--- config.mk ---
export PLATFORM = sky130hd
export DESIGN_NAME = echo_pulse_width_to_beep_period_core
export DESIGN_NICKNAME = d
export VERILOG_FILES = /design/src/hw/rtl/epw_pkg.sv /design/src/hw/rtl/epw_front.sv /design/src/hw/rtl/epw_queue.sv /design/src/hw/rtl/epw_back.sv /design/src/hw/rtl/echo_pulse_width_to_beep_period_core.sv
export VERILOG_INCLUDE_DIRS = /design/src /design/src/hw/rtl
export SDC_FILE = /design/constraint.sdc
export NUM_CORES = 2
export LEC_CHECK = 0
export ABC_AREA = 1
export BUFFER_PORTS_ARGS = -buffer_cell sky130_fd_sc_hd__buf_2
export CORE_ASPECT_RATIO = 1.2
export CORE_MARGIN = 4
export CORE_UTILIZATION = 25
export CTS_CLUSTER_DIAMETER = 200
export DETAILED_ROUTE_END_ITERATION = 10
export HOLD_SLACK_MARGIN = 0.12
export PLACE_DENSITY = 0.5
export RECOVER_POWER = 50
export SKIP_CTS_REPAIR_TIMING = 1
export SLEW_MARGIN = 20
export SYNTH_ARGS = -nofsm -noshare
export SYNTH_HDL_FRONTEND = slang
export SYNTH_SLANG_ARGS = --single-unit
--- constraint.sdc ---
create_clock -name clk -period 7.1 [get_ports clk]
set_clock_uncertainty 0.15 [all_clocks]
set_input_delay 1.065 -clock clk [delete_from_list [all_inputs] [get_ports clk]]
set_output_delay 1.065 -clock clk [all_outputs]
set_load 0.02 [all_outputs]
--- src/hw/rtl/echo_pulse_width_to_beep_period_core_defines.svh ---
// Assertion macros shared by the echo capture RTL.
// Each use names a label, a property and a message; clk and arst_n are taken
// from the module that uses the macro.
`ifndef ECHO_PULSE_WIDTH_TO_BEEP_PERIOD_CORE_DEFINES_SVH
`define ECHO_PULSE_WIDTH_TO_BEEP_PERIOD_CORE_DEFINES_SVH

`ifndef SYNTHESIS

`define EPW_ASSERT(lbl, prop, msg) \
	lbl: assert property (@(posedge clk) disable iff (!arst_n) prop) else $error(msg);

`define EPW_NEVER(lbl, cond, msg) \
	lbl: assert property (@(posedge clk) disable iff (!arst_n) !(cond)) else $error(msg);

`else

`define EPW_ASSERT(lbl, prop, msg)

`define EPW_NEVER(lbl, cond, msg)

`endif

`endif

--- src/hw/rtl/epw_pkg.sv ---
`timescale 1ns / 1ps
`default_nettype none

package epw_pkg;

	// one input beat
	typedef struct packed {
		logic        overflow_event;
		logic        capture_event;
		logic [15:0] captured_count;
	} in_item_t;

	// one result beat
	typedef struct packed {
		logic [31:0] pulse_width;
		logic [12:0] beep_period;
		logic        falling_edge;
	} out_item_t;

	// capture record passed from the front end to the measurement back end
	typedef struct packed {
		logic        falling;
		logic [31:0] tally;
		logic [15:0] now;
		logic [15:0] prev;
	} meas_t;

	// register map, indexed by paddr[2]
	localparam logic REG_PERIOD = 1'b0;
	localparam logic REG_SCALE  = 1'b1;

	localparam logic [16:0] PERIOD_RST = 17'd36000;
	localparam logic [23:0] SCALE_RST  = 24'd396129;

	// distance thresholds in whole centimetres, farthest first
	localparam logic [6:0] LADDER_CM [7] = '{7'd100, 7'd80, 7'd60, 7'd40, 7'd20, 7'd10, 7'd5};
	localparam logic [12:0] LADDER_PERIOD [8] = '{13'd5000, 13'd4000, 13'd3000, 13'd2000,
		13'd1000, 13'd500, 13'd250, 13'd100};

	// first threshold reached wins; default is the last step
	function automatic logic [12:0] pick_period(input logic [31:0] dist_cm);
		logic [12:0] p;
		p = LADDER_PERIOD[7];
		for (int i = 6; i >= 0; i--) begin
			if (dist_cm >= {25'd0, LADDER_CM[i]}) begin
				p = LADDER_PERIOD[i];
			end
		end
		return p;
	endfunction

endpackage

`default_nettype wire

--- src/hw/rtl/epw_front.sv ---
`timescale 1ns / 1ps
`default_nettype none

module epw_front import epw_pkg::*; #(
	parameter int COUNTER_BITS = 16
) (
	input  wire logic     clk,
	input  wire logic     arst_n,
	input  wire logic     in_valid,
	output logic          in_ready,
	input  wire in_item_t in_item,
	input  wire logic     q_full,
	output logic          push,
	output meas_t         push_data
);

	localparam int EFF_BITS = (COUNTER_BITS < 16) ? COUNTER_BITS : 16;
	localparam logic [15:0] CNT_MASK = 16'((17'd1 << EFF_BITS) - 17'd1);

	logic        echo_q;
	logic [31:0] tally_q;
	logic [15:0] prev_q;
	logic        accept;
	logic [31:0] tally_next;
	logic [15:0] now;

	assign in_ready   = !q_full;
	assign accept     = in_valid && in_ready;
	assign now        = in_item.captured_count & CNT_MASK;
	// overflow counts only while the echo is high, and before the capture
	assign tally_next = tally_q + {31'd0, in_item.overflow_event & echo_q};

	assign push              = accept && in_item.capture_event;
	assign push_data.falling = echo_q;
	assign push_data.tally   = tally_next;
	assign push_data.now     = now;
	assign push_data.prev    = prev_q;

	always_ff @(posedge clk or negedge arst_n) begin
		if (!arst_n) begin
			echo_q  <= 1'b0;
			tally_q <= '0;
			prev_q  <= '0;
		end else if (accept) begin
			if (in_item.capture_event) begin
				echo_q  <= !echo_q;
				tally_q <= '0;
				prev_q  <= now;
			end else begin
				tally_q <= tally_next;
			end
		end
	end

endmodule

`default_nettype wire

--- src/hw/rtl/epw_queue.sv ---
`timescale 1ns / 1ps
`default_nettype none

`include "echo_pulse_width_to_beep_period_core_defines.svh"

module epw_queue import epw_pkg::*; #(
	parameter int DEPTH = 2
) (
	input  wire logic  clk,
	input  wire logic  arst_n,
	input  wire logic  push,
	input  wire meas_t push_data,
	output logic       full,
	output logic       rd_valid,
	output meas_t      rd_data,
	input  wire logic  pop
);

	localparam int PTR_W = (DEPTH > 1) ? $clog2(DEPTH) : 1;
	localparam int CNT_W = $clog2(DEPTH + 1);
	localparam logic [PTR_W-1:0] LAST = PTR_W'(DEPTH - 1);

	meas_t            mem_q [DEPTH];
	logic [PTR_W-1:0] wr_ptr_q;
	logic [PTR_W-1:0] rd_ptr_q;
	logic [CNT_W-1:0] count_q;

	assign full     = (count_q == CNT_W'(DEPTH));
	assign rd_valid = (count_q != '0);
	assign rd_data  = mem_q[rd_ptr_q];

	always_ff @(posedge clk) begin
		if (push) begin
			mem_q[wr_ptr_q] <= push_data;
		end
	end

	always_ff @(posedge clk or negedge arst_n) begin
		if (!arst_n) begin
			wr_ptr_q <= '0;
			rd_ptr_q <= '0;
			count_q  <= '0;
		end else begin
			if (push) begin
				wr_ptr_q <= (wr_ptr_q == LAST) ? '0 : wr_ptr_q + 1'b1;
			end
			if (pop) begin
				rd_ptr_q <= (rd_ptr_q == LAST) ? '0 : rd_ptr_q + 1'b1;
			end
			case ({push, pop})
				2'b10:   count_q <= count_q + 1'b1;
				2'b01:   count_q <= count_q - 1'b1;
				default: count_q <= count_q;
			endcase
		end
	end

	`EPW_NEVER(a_no_push_full, push && full, "push into full queue")
	`EPW_NEVER(a_no_pop_empty, pop && !rd_valid, "pop from empty queue")
	`EPW_NEVER(a_count_range, count_q > CNT_W'(DEPTH), "queue count beyond depth")

endmodule

`default_nettype wire

--- src/hw/rtl/epw_back.sv ---
`timescale 1ns / 1ps
`default_nettype none

`include "echo_pulse_width_to_beep_period_core_defines.svh"

module epw_back import epw_pkg::*; (
	input  wire logic        clk,
	input  wire logic        arst_n,
	input  wire logic [16:0] period,
	input  wire logic [23:0] scale,
	input  wire logic        rd_valid,
	input  wire meas_t       rd_data,
	output logic             pop,
	output logic             out_valid,
	input  wire logic        out_ready,
	output out_item_t        out_item
);

	localparam logic [1:0] ST_IDLE = 2'd0;
	localparam logic [1:0] ST_ADD  = 2'd1;
	localparam logic [1:0] ST_DIST = 2'd2;
	localparam logic [1:0] ST_CMP  = 2'd3;

	logic [1:0]  state_q;
	logic [31:0] prod_q;
	logic [15:0] now_q;
	logic [15:0] prev_q;
	logic        falling_q;
	logic [31:0] width_q;
	logic [31:0] dist_cm_q;
	logic        out_valid_q;
	out_item_t   out_q;

	logic [48:0] prod_full;
	logic [55:0] dist_full;
	logic [31:0] new_width;
	logic        load_out;

	assign prod_full = {15'd0, period} * {17'd0, rd_data.tally};
	assign dist_full = {24'd0, width_q} * {32'd0, scale};
	assign new_width = prod_q + {16'd0, now_q} - {16'd0, prev_q};
	assign pop       = (state_q == ST_IDLE) && rd_valid;
	assign load_out  = (state_q == ST_CMP) && (!out_valid_q || out_ready);
	assign out_valid = out_valid_q;
	assign out_item  = out_q;

	always_ff @(posedge clk) begin
		if (pop) begin
			prod_q    <= prod_full[31:0];
			now_q     <= rd_data.now;
			prev_q    <= rd_data.prev;
			falling_q <= rd_data.falling;
		end
		if (state_q == ST_DIST) begin
			// Q32.24 product, integer centimetres only
			dist_cm_q <= dist_full[55:24];
		end
		if (load_out) begin
			out_q.pulse_width  <= width_q;
			out_q.beep_period  <= pick_period(dist_cm_q);
			out_q.falling_edge <= falling_q;
		end
	end

	always_ff @(posedge clk or negedge arst_n) begin
		if (!arst_n) begin
			state_q     <= ST_IDLE;
			width_q     <= '0;
			out_valid_q <= 1'b0;
		end else begin
			if (load_out) begin
				out_valid_q <= 1'b1;
			end else if (out_ready) begin
				out_valid_q <= 1'b0;
			end
			case (state_q)
				ST_IDLE: begin
					if (rd_valid) begin
						state_q <= ST_ADD;
					end
				end
				ST_ADD: begin
					// rising capture keeps the last width
					if (falling_q) begin
						width_q <= new_width;
					end
					state_q <= ST_DIST;
				end
				ST_DIST: begin
					state_q <= ST_CMP;
				end
				ST_CMP: begin
					if (load_out) begin
						state_q <= ST_IDLE;
					end
				end
				default: begin
					state_q <= ST_IDLE;
				end
			endcase
		end
	end

	`EPW_ASSERT(a_pop_starts, pop |=> (state_q == ST_ADD), "pop did not start a measurement")
	`EPW_ASSERT(a_rise_from_cmp, $rose(out_valid_q) |-> ($past(state_q) == ST_CMP), "result raised outside compare step")

endmodule

`default_nettype wire

--- src/hw/rtl/echo_pulse_width_to_beep_period_core.sv ---
`timescale 1ns / 1ps
`default_nettype none

// Echo pulse width capture with beep period ladder.
// in_* channel: one beat per timer event (overflow flag, capture flag, count).
// out_* channel: one beat per capture: last measured width in ticks, the beep
//   period picked from width * tick_scale, and whether the capture ended a pulse.
// Events without a capture give no result and pass the front end.
// A capture is written to the queue, popped when the back end is free, and then
//   stepped through add, distance and compare before its result shows on out_valid.
// The back end's sequencer takes a new capture only once the last one is done
//   (period multiply, width add, distance multiply, ladder compare).
// A two-beat queue sits between front and back, so in_ready only drops when
//   the queue is full; a stalled receiver holds the result register and the
//   back end waits in its compare step, then the queue fills and in_ready falls.
// Reset clears echo polarity, tally, previous capture, measured width and
//   the queue, and loads counter_period = 36000, tick_scale = 396129.
// Config (APB): reg 0 counter_period at 0x0, reg 1 tick_scale at 0x4; write
//   only while idle. pready is tied high.
module echo_pulse_width_to_beep_period_core import epw_pkg::*; #(
	parameter int COUNTER_BITS = 16,
	parameter int QUEUE_DEPTH  = 2
) (
	input  wire logic        clk,
	input  wire logic        arst_n,
	input  wire logic        in_valid,
	output logic             in_ready,
	input  wire in_item_t    in_item,
	output logic             out_valid,
	input  wire logic        out_ready,
	output out_item_t        out_item,
	input  wire logic        psel,
	input  wire logic        penable,
	input  wire logic        pwrite,
	input  wire logic [2:0]  paddr,
	input  wire logic [31:0] pwdata,
	output logic [31:0]      prdata,
	output logic             pready
);

	logic [16:0] period_q;
	logic [23:0] scale_q;
	logic        cfg_wr;

	logic  q_full;
	logic  push;
	meas_t push_data;
	logic  rd_valid;
	meas_t rd_data;
	logic  pop;

	// config registers: written on the APB access phase
	assign pready = 1'b1;
	assign cfg_wr = psel && penable && pwrite && pready;

	always_ff @(posedge clk or negedge arst_n) begin
		if (!arst_n) begin
			period_q <= PERIOD_RST;
			scale_q  <= SCALE_RST;
		end else if (cfg_wr) begin
			case (paddr[2])
				REG_PERIOD: period_q <= pwdata[16:0];
				REG_SCALE:  scale_q  <= pwdata[23:0];
				default:    period_q <= period_q;
			endcase
		end
	end

	always_comb begin
		case (paddr[2])
			REG_PERIOD: prdata = {15'd0, period_q};
			REG_SCALE:  prdata = {8'd0, scale_q};
			default:    prdata = '0;
		endcase
	end

	// front end: tracks echo polarity and overflow tally, queues captures
	epw_front #(
		.COUNTER_BITS(COUNTER_BITS)
	) u_front (
		.clk       (clk),
		.arst_n    (arst_n),
		.in_valid  (in_valid),
		.in_ready  (in_ready),
		.in_item   (in_item),
		.q_full    (q_full),
		.push      (push),
		.push_data (push_data)
	);

	epw_queue #(
		.DEPTH(QUEUE_DEPTH)
	) u_queue (
		.clk       (clk),
		.arst_n    (arst_n),
		.push      (push),
		.push_data (push_data),
		.full      (q_full),
		.rd_valid  (rd_valid),
		.rd_data   (rd_data),
		.pop       (pop)
	);

	// back end: width arithmetic, distance and ladder, result register
	epw_back u_back (
		.clk       (clk),
		.arst_n    (arst_n),
		.period    (period_q),
		.scale     (scale_q),
		.rd_valid  (rd_valid),
		.rd_data   (rd_data),
		.pop       (pop),
		.out_valid (out_valid),
		.out_ready (out_ready),
		.out_item  (out_item)
	);

endmodule

`default_nettype wire
* Word level (Yosys, flattened, before mapping)
Memories as Yosys holds them, arrays and structs flattened.
Cells that the tools add are included.
Widths: inputs -> output; s select.
** Storage, ports and cells
- RAM bits :: 130
- Input bits :: 60
- Memories :: 1
- Output and inout bits :: 81
- Register bits :: 272
** Memories
- u_queue.mem_q :: depth 2, width 65, read ports 1, clocked after memory_dff 0, write ports 1, RTL line epw_queue.sv:23 : meas_t mem_q [DEPTH];
** Cells by class
- Equality and inequality tests :: 8
- Multiply operators :: 2
- Reductions and logical operators :: 23
- Order comparisons :: 7
- Add/sub/neg operators :: 7
- Bitwise logic cells :: 2
- Muxes and demuxes :: 18
** Operators by type and width (number)
- $ge 32x6->1 const B :: 2
- $ge 32x7->1 const B :: 2
- $pmux 32 s2 :: 1
- $mul 32x24->56 :: 1
- $add 32x1->32 :: 1
- $add 32x16->32 :: 1
- $ge 32x3->1 const B :: 1
- $ge 32x4->1 const B :: 1
- $ge 32x5->1 const B :: 1
- $mul 17x32->32 :: 1
- $mux 32 :: 1
- $sub 32x16->32 :: 1
- $mux 12 :: 2
- $mux 11 :: 1
- $mux 10 :: 1
- $reduce_and 2->1 :: 5
- $mux 9 :: 1
- $eq 2x2->1 const B :: 4
- $mux 8 :: 1
- $pmux 2 s4 :: 1
- $logic_and 1x1->1 :: 6
- $mux 1 :: 6
- $reduce_bool 2->1 :: 3
- $reduce_or 6->1 :: 1
- 15 further kinds :: 21

* Longest topological paths before layout
- Depth in word-level cells :: 7
- Depth in mapped cells :: 34
- Depth with buffers taken out :: 30

* Modules after synthesis
Synthesis repeated with hierarchy kept, for this count alone.
** Second synthesis, totals
- Cell total of the unflattened synthesis :: 7003
- Area, all modules :: 56765.7 sq um
** By module, submodules not included
- epw_back :: area each 46721.1 sq um, cells each 5956, instances 1, sequential area each 5139.9 sq um
- epw_queue :: area each 5019.8 sq um, cells each 363, instances 1, sequential area each 4003.8 sq um
- epw_front :: area each 3045.4 sq um, cells each 423, instances 1, sequential area each 1226.2 sq um
- echo_pulse_width_to_beep_period_core :: area each 1979.4 sq um, cells each 261, instances 1, sequential area each 1042.2 sq um

* Worst setup path after synthesis
Ideal clock, no wire load.
- Path kind :: flip-flop to flip-flop
- Start :: register u_queue.rd_ptr_q
- End :: register u_back.prod_q[28] (data pin)
- Arrival :: 6.131 ns
- Path buffers :: 5
- Period minus slack after synthesis :: 6.540 ns
- Slack :: 0.560 ns
- Cell stages (with the launch flop) :: 28
- Path through :: dfrtp_1 -> buf_6 -> buf_4 -> clkbuf_1 -> or2_2 -> nand2_1 -> inv_1 -> clkbuf_1 -> nand2_1 -> fa_1 -> inv_1 -> fa_1 -> fa_1 -> inv_1 -> fa_1 -> fa_1 -> inv_1 -> fa_1 -> ha_1 -> buf_2 -> a21oi_1 -> o21ai_1 -> a21oi_1 -> nand3_1 -> a21o_1 -> nand3_1 -> nand2_1 -> xor2_1
** On the way
- Cells in the longest elaborated chain, start to end :: 2
** RTL lines
- from (decl) :: RTL line epw_queue.sv:25 : logic [PTR_W-1:0] rd_ptr_q;
- from (signal assigned) :: RTL line epw_queue.sv:48 : rd_ptr_q <= (rd_ptr_q == LAST) ? '0 : rd_ptr_q + 1'b1;
- $mem_v2 2x65
- $mul 17x32->32 :: RTL line epw_back.sv:39 : assign prod_full = {15'd0, period} * {17'd0, rd_data.tally};
- named net u_back.prod_full[28] :: RTL line epw_back.sv:34 : logic [48:0] prod_full;
- to (signal assigned) :: RTL line epw_back.sv:49 : prod_q <= prod_full[31:0];
- to (decl) :: RTL line epw_back.sv:25 : logic [31:0] prod_q;
The timed path passes the listed nets, and every way through them passes these cells.
A chain may end at the register's enable or synchronous reset.

* Final worst setup path
- Start :: register scale_q[5]
- End :: register u_back.dist_cm_q[13] (data pin)
** On the way
- Cells in the longest elaborated chain, start to end :: 1
** RTL lines
- from (decl) :: RTL line echo_pulse_width_to_beep_period_core.sv:42 : logic [23:0] scale_q;
- from (signal assigned) :: RTL line echo_pulse_width_to_beep_period_core.sv:63 : REG_SCALE: scale_q <= pwdata[23:0];
- $mul 32x24->56 :: RTL line epw_back.sv:40 : assign dist_full = {24'd0, width_q} * {32'd0, scale};
- named net u_back.dist_full[37] :: RTL line epw_back.sv:35 : logic [55:0] dist_full;
- to (signal assigned) :: RTL line epw_back.sv:56 : dist_cm_q <= dist_full[55:24];
- to (decl) :: RTL line epw_back.sv:30 : logic [31:0] dist_cm_q;
The timed path passes the listed nets, and every way through them passes these cells.

==> flow_summary.ini <==
[final_layout]
area_growth_pct = 15.0
layout.nets = 8278
drive_gt1_share_pct = 9.80
utilization_pct = 28.9

[sta]
tightest_slew_ns = 3.30
post-route-period-util_pct = 97.0
final.setup.tns_ns = 0
drv_slew = 290
timing_hold_violations_final = 0
fmax_mhz = 145
fin_crit_ns = 6.89
report.final.setup_viol = 0
relSlewSlack_pct = -120
whs_ns = 0.323
setup_ws_ns = 0.215

[logic_synthesis]
synth-main-ff-cell = edfxtp_1
post-synth-top-area-fraction_pct = 35.6
synth_edf_count = 272
synthCells = 6696
syn_area_per_cell_sq_um = 8.32
ys_warn_count = 0
ys_seq_area_share_pct = 20.5
yosys.cell_types.count = 58
synth.largest_area_cell = fa_1
synthTopCellsByArea = fa_1 (36%), edfxtp_1 (15%), inv_1 (12%)
async_reset_ff_share_pct = 32.2
ys_seq_elements = 401
syn_area_sq_um = 55700

[clocking]
cts_buffer_depth = 3
clock_latency_ns = 0.67
cts_buffers = 50
htreeDepth = 2
clkTransAtPathRegs_ns = 0.06
cts_sinks = 401
cts_root_buf = clkbuf_16
cts_tree = built

[die]
fp.dieW_microns = 439
die-area_sq_um = 230000
ios = 141
initial_utilization_pct = 25.2
die_y_microns = 525
num_rows = 189
coreArea_sq_um = 221000

[critical_path]
cp-start-kind = register
crit_fanout = 11
crit_required_ns = 7.34
crit_cells = 23
cpMaxStageDelayCell = dfstp_2
crit_type = reg -> reg
r2r-end = u_back.dist_cm_q[13]
cpMostUsedCell = fa_1
path_cells = buf_12, clkbuf_16, nand2_1, fa_1, inv_1, fa_1, inv_1, fa_1, fa_1, inv_1, fa_1, fa_1, inv_1, fa_1, inv_1, ha_1, a21oi_1, o21ai_0, a21oi_1, o21ai_0, a21o_1, a21oi_1, xnor2_1
r2r_setup_slack_ns = 0.21
crit_path_end_kind = register
reg2reg_from = scale_q[5]
cp.arrival_ns = 7.12
critPathBufInv = 7
cpPeakStageDelay_ns = 0.63
reg2reg_depth = 23
crit_family = adder cells

[hold_path]
min_to = u_queue.mem_q[1][2]
hold_path.class = reg -> reg
whs_path_depth = 0
hp-start = u_front.prev_q[2]

[placed_design]
pre_cts_ws_ns = 0.0241
dp_hpwl_microns = 141000
routabilityCongestion = 0.899
io_buffers = 120

[flow_run]
cap_violations = 7

[grt]
grt_usage_pct = 14.8
grt_max_degree = 92
grt_pass1_wl_microns = 267000
grt_overflow = 0
antenna_found_initial = 7
grt_pass1_vias = 47000

[drt]
drt_pass1_iterations = 5
dr_total_vias = 42500
wl_per_cell_microns = 17.0
routed_wl_microns = 169000
viasPerCell = 4.27
antenna_left = 0
drt_iter0_markers = 2040
drc = 0

[outcome]
outcome = complete, but fails checks
violations = max-capacitance violations, max-slew violations
-- cells by family after synthesis --
| logic type | after synthesis | synth area share (%) |
|---|---|---|
| and+or+nand+nor | 2334 | 16.7 |
| buffers and inverters | 2150 | 14.7 |
| adders and majority gates | 1276 | 42.0 |
| AOI/OAI and AO/OA | 420 | 4.18 |
| DFF | 401 | 20.5 |
| xor gates and xnor gates | 90 | 1.41 |
| muxes | 23 | 0.465 |
| other | 2 | 0.0135 |
-- how the worst max path moves through the flow --
stage               slack [ns]                    to          startpoint
floorplan                 0.56     u_back.prod_q[28]    u_queue.rd_ptr_q
global placement          0.09  u_back.dist_cm_q[22]  u_back.width_q[17]
detailed placement        0.02  u_back.dist_cm_q[22]  u_back.width_q[17]
CTS                       0.01  u_back.dist_cm_q[22]  u_back.width_q[17]
global route             -0.01     u_back.prod_q[29]    u_queue.rd_ptr_q
finish                    0.21  u_back.dist_cm_q[13]          scale_q[5]
-- flip-flops by register name, summed over array words and instances, names as in the netlist, 2 cells and up --
name              count
u_back.dist_cm_q     32
u_front.prev_q       16
period_q             17
u_queue.mem_q       130
u_back.prod_q        32
u_back.prev_q        16
u_back.out_item      45
u_back.now_q         16
u_front.tally_q      32
u_back.width_q       32
u_back.state_q        2
u_queue.count_q       2
scale_q              24
-- cell usage after synthesis, types with 45 or more instances --
cell	instances
a21oi_1	151
clkbuf_1	260
dfrtp_1	116
edfxtp_1	272
fa_1	992
ha_1	284
inv_1	1836
nand2_1	1760
nand3_1	119
nor2_1	288
o21ai_0	163
or2_2	45
xor2_1	63
-- metal layers --
layer	vias up	share of wire, %	global-route usage, %
met4	4	4.3	5.48
li1	19900	-	-
met3	330	3.1	1.49
met1	21400	37	15.9
met5	-	0.012	0
met2	838	56	29.4
-- cell usage in the layout (no fill, tap or decap), types with 11 or more instances in the layout --
cell,Yosys,final
a21o_1,18,18
edfxtp_1,272,272
o21ai_1,11,23
buf_4,11,302
a31oi_1,17,17
nor2_2,5,11
nor2_1,288,280
fa_1,992,992
ha_1,284,279
nor3_1,37,34
mux2_2,23,23
clkbuf_1,260,62
inv_1,1836,1829
clkbuf_16,0,52
o21ai_0,163,151
nand4_1,28,28
o22ai_1,14,14
nand2_1,1760,1756
nand3_1,119,119
xor2_1,63,63
a21oi_1,151,140
nand2_2,15,19
dfstp_2,13,13
buf_12,0,53
dfrtp_1,116,108
or2_2,45,45
buf_2,20,80
xnor2_1,27,27
-- final cells by class --
type | instances | area (sq um)
Clock inverter | 24 | 327
Fill cell | 23900 | 157000
Sequential cell | 401 | 11400
Tap cell | 2960 | 3700
Inverter | 1848 | 6960
Multi-Input combinational cell | 4153 | 36300
Antenna cell | 2 | 5.00
Timing Repair Buffer | 488 | 3970
Clock buffer | 69 | 1390
-- per-stage QoR --
stage          cell area, sq um  cells
2_1_floorplan             55700   6704
3_3_place_gp              62100   9834
3_5_place_dp              62100   9834
4_1_cts                   63800   9927
5_1_grt                   64100   9944
6_report                  64100   9945
Power is left out: the tool's default activity adds up to more than one toggle a clock period on the data nets, which glitch-free logic cannot reach.
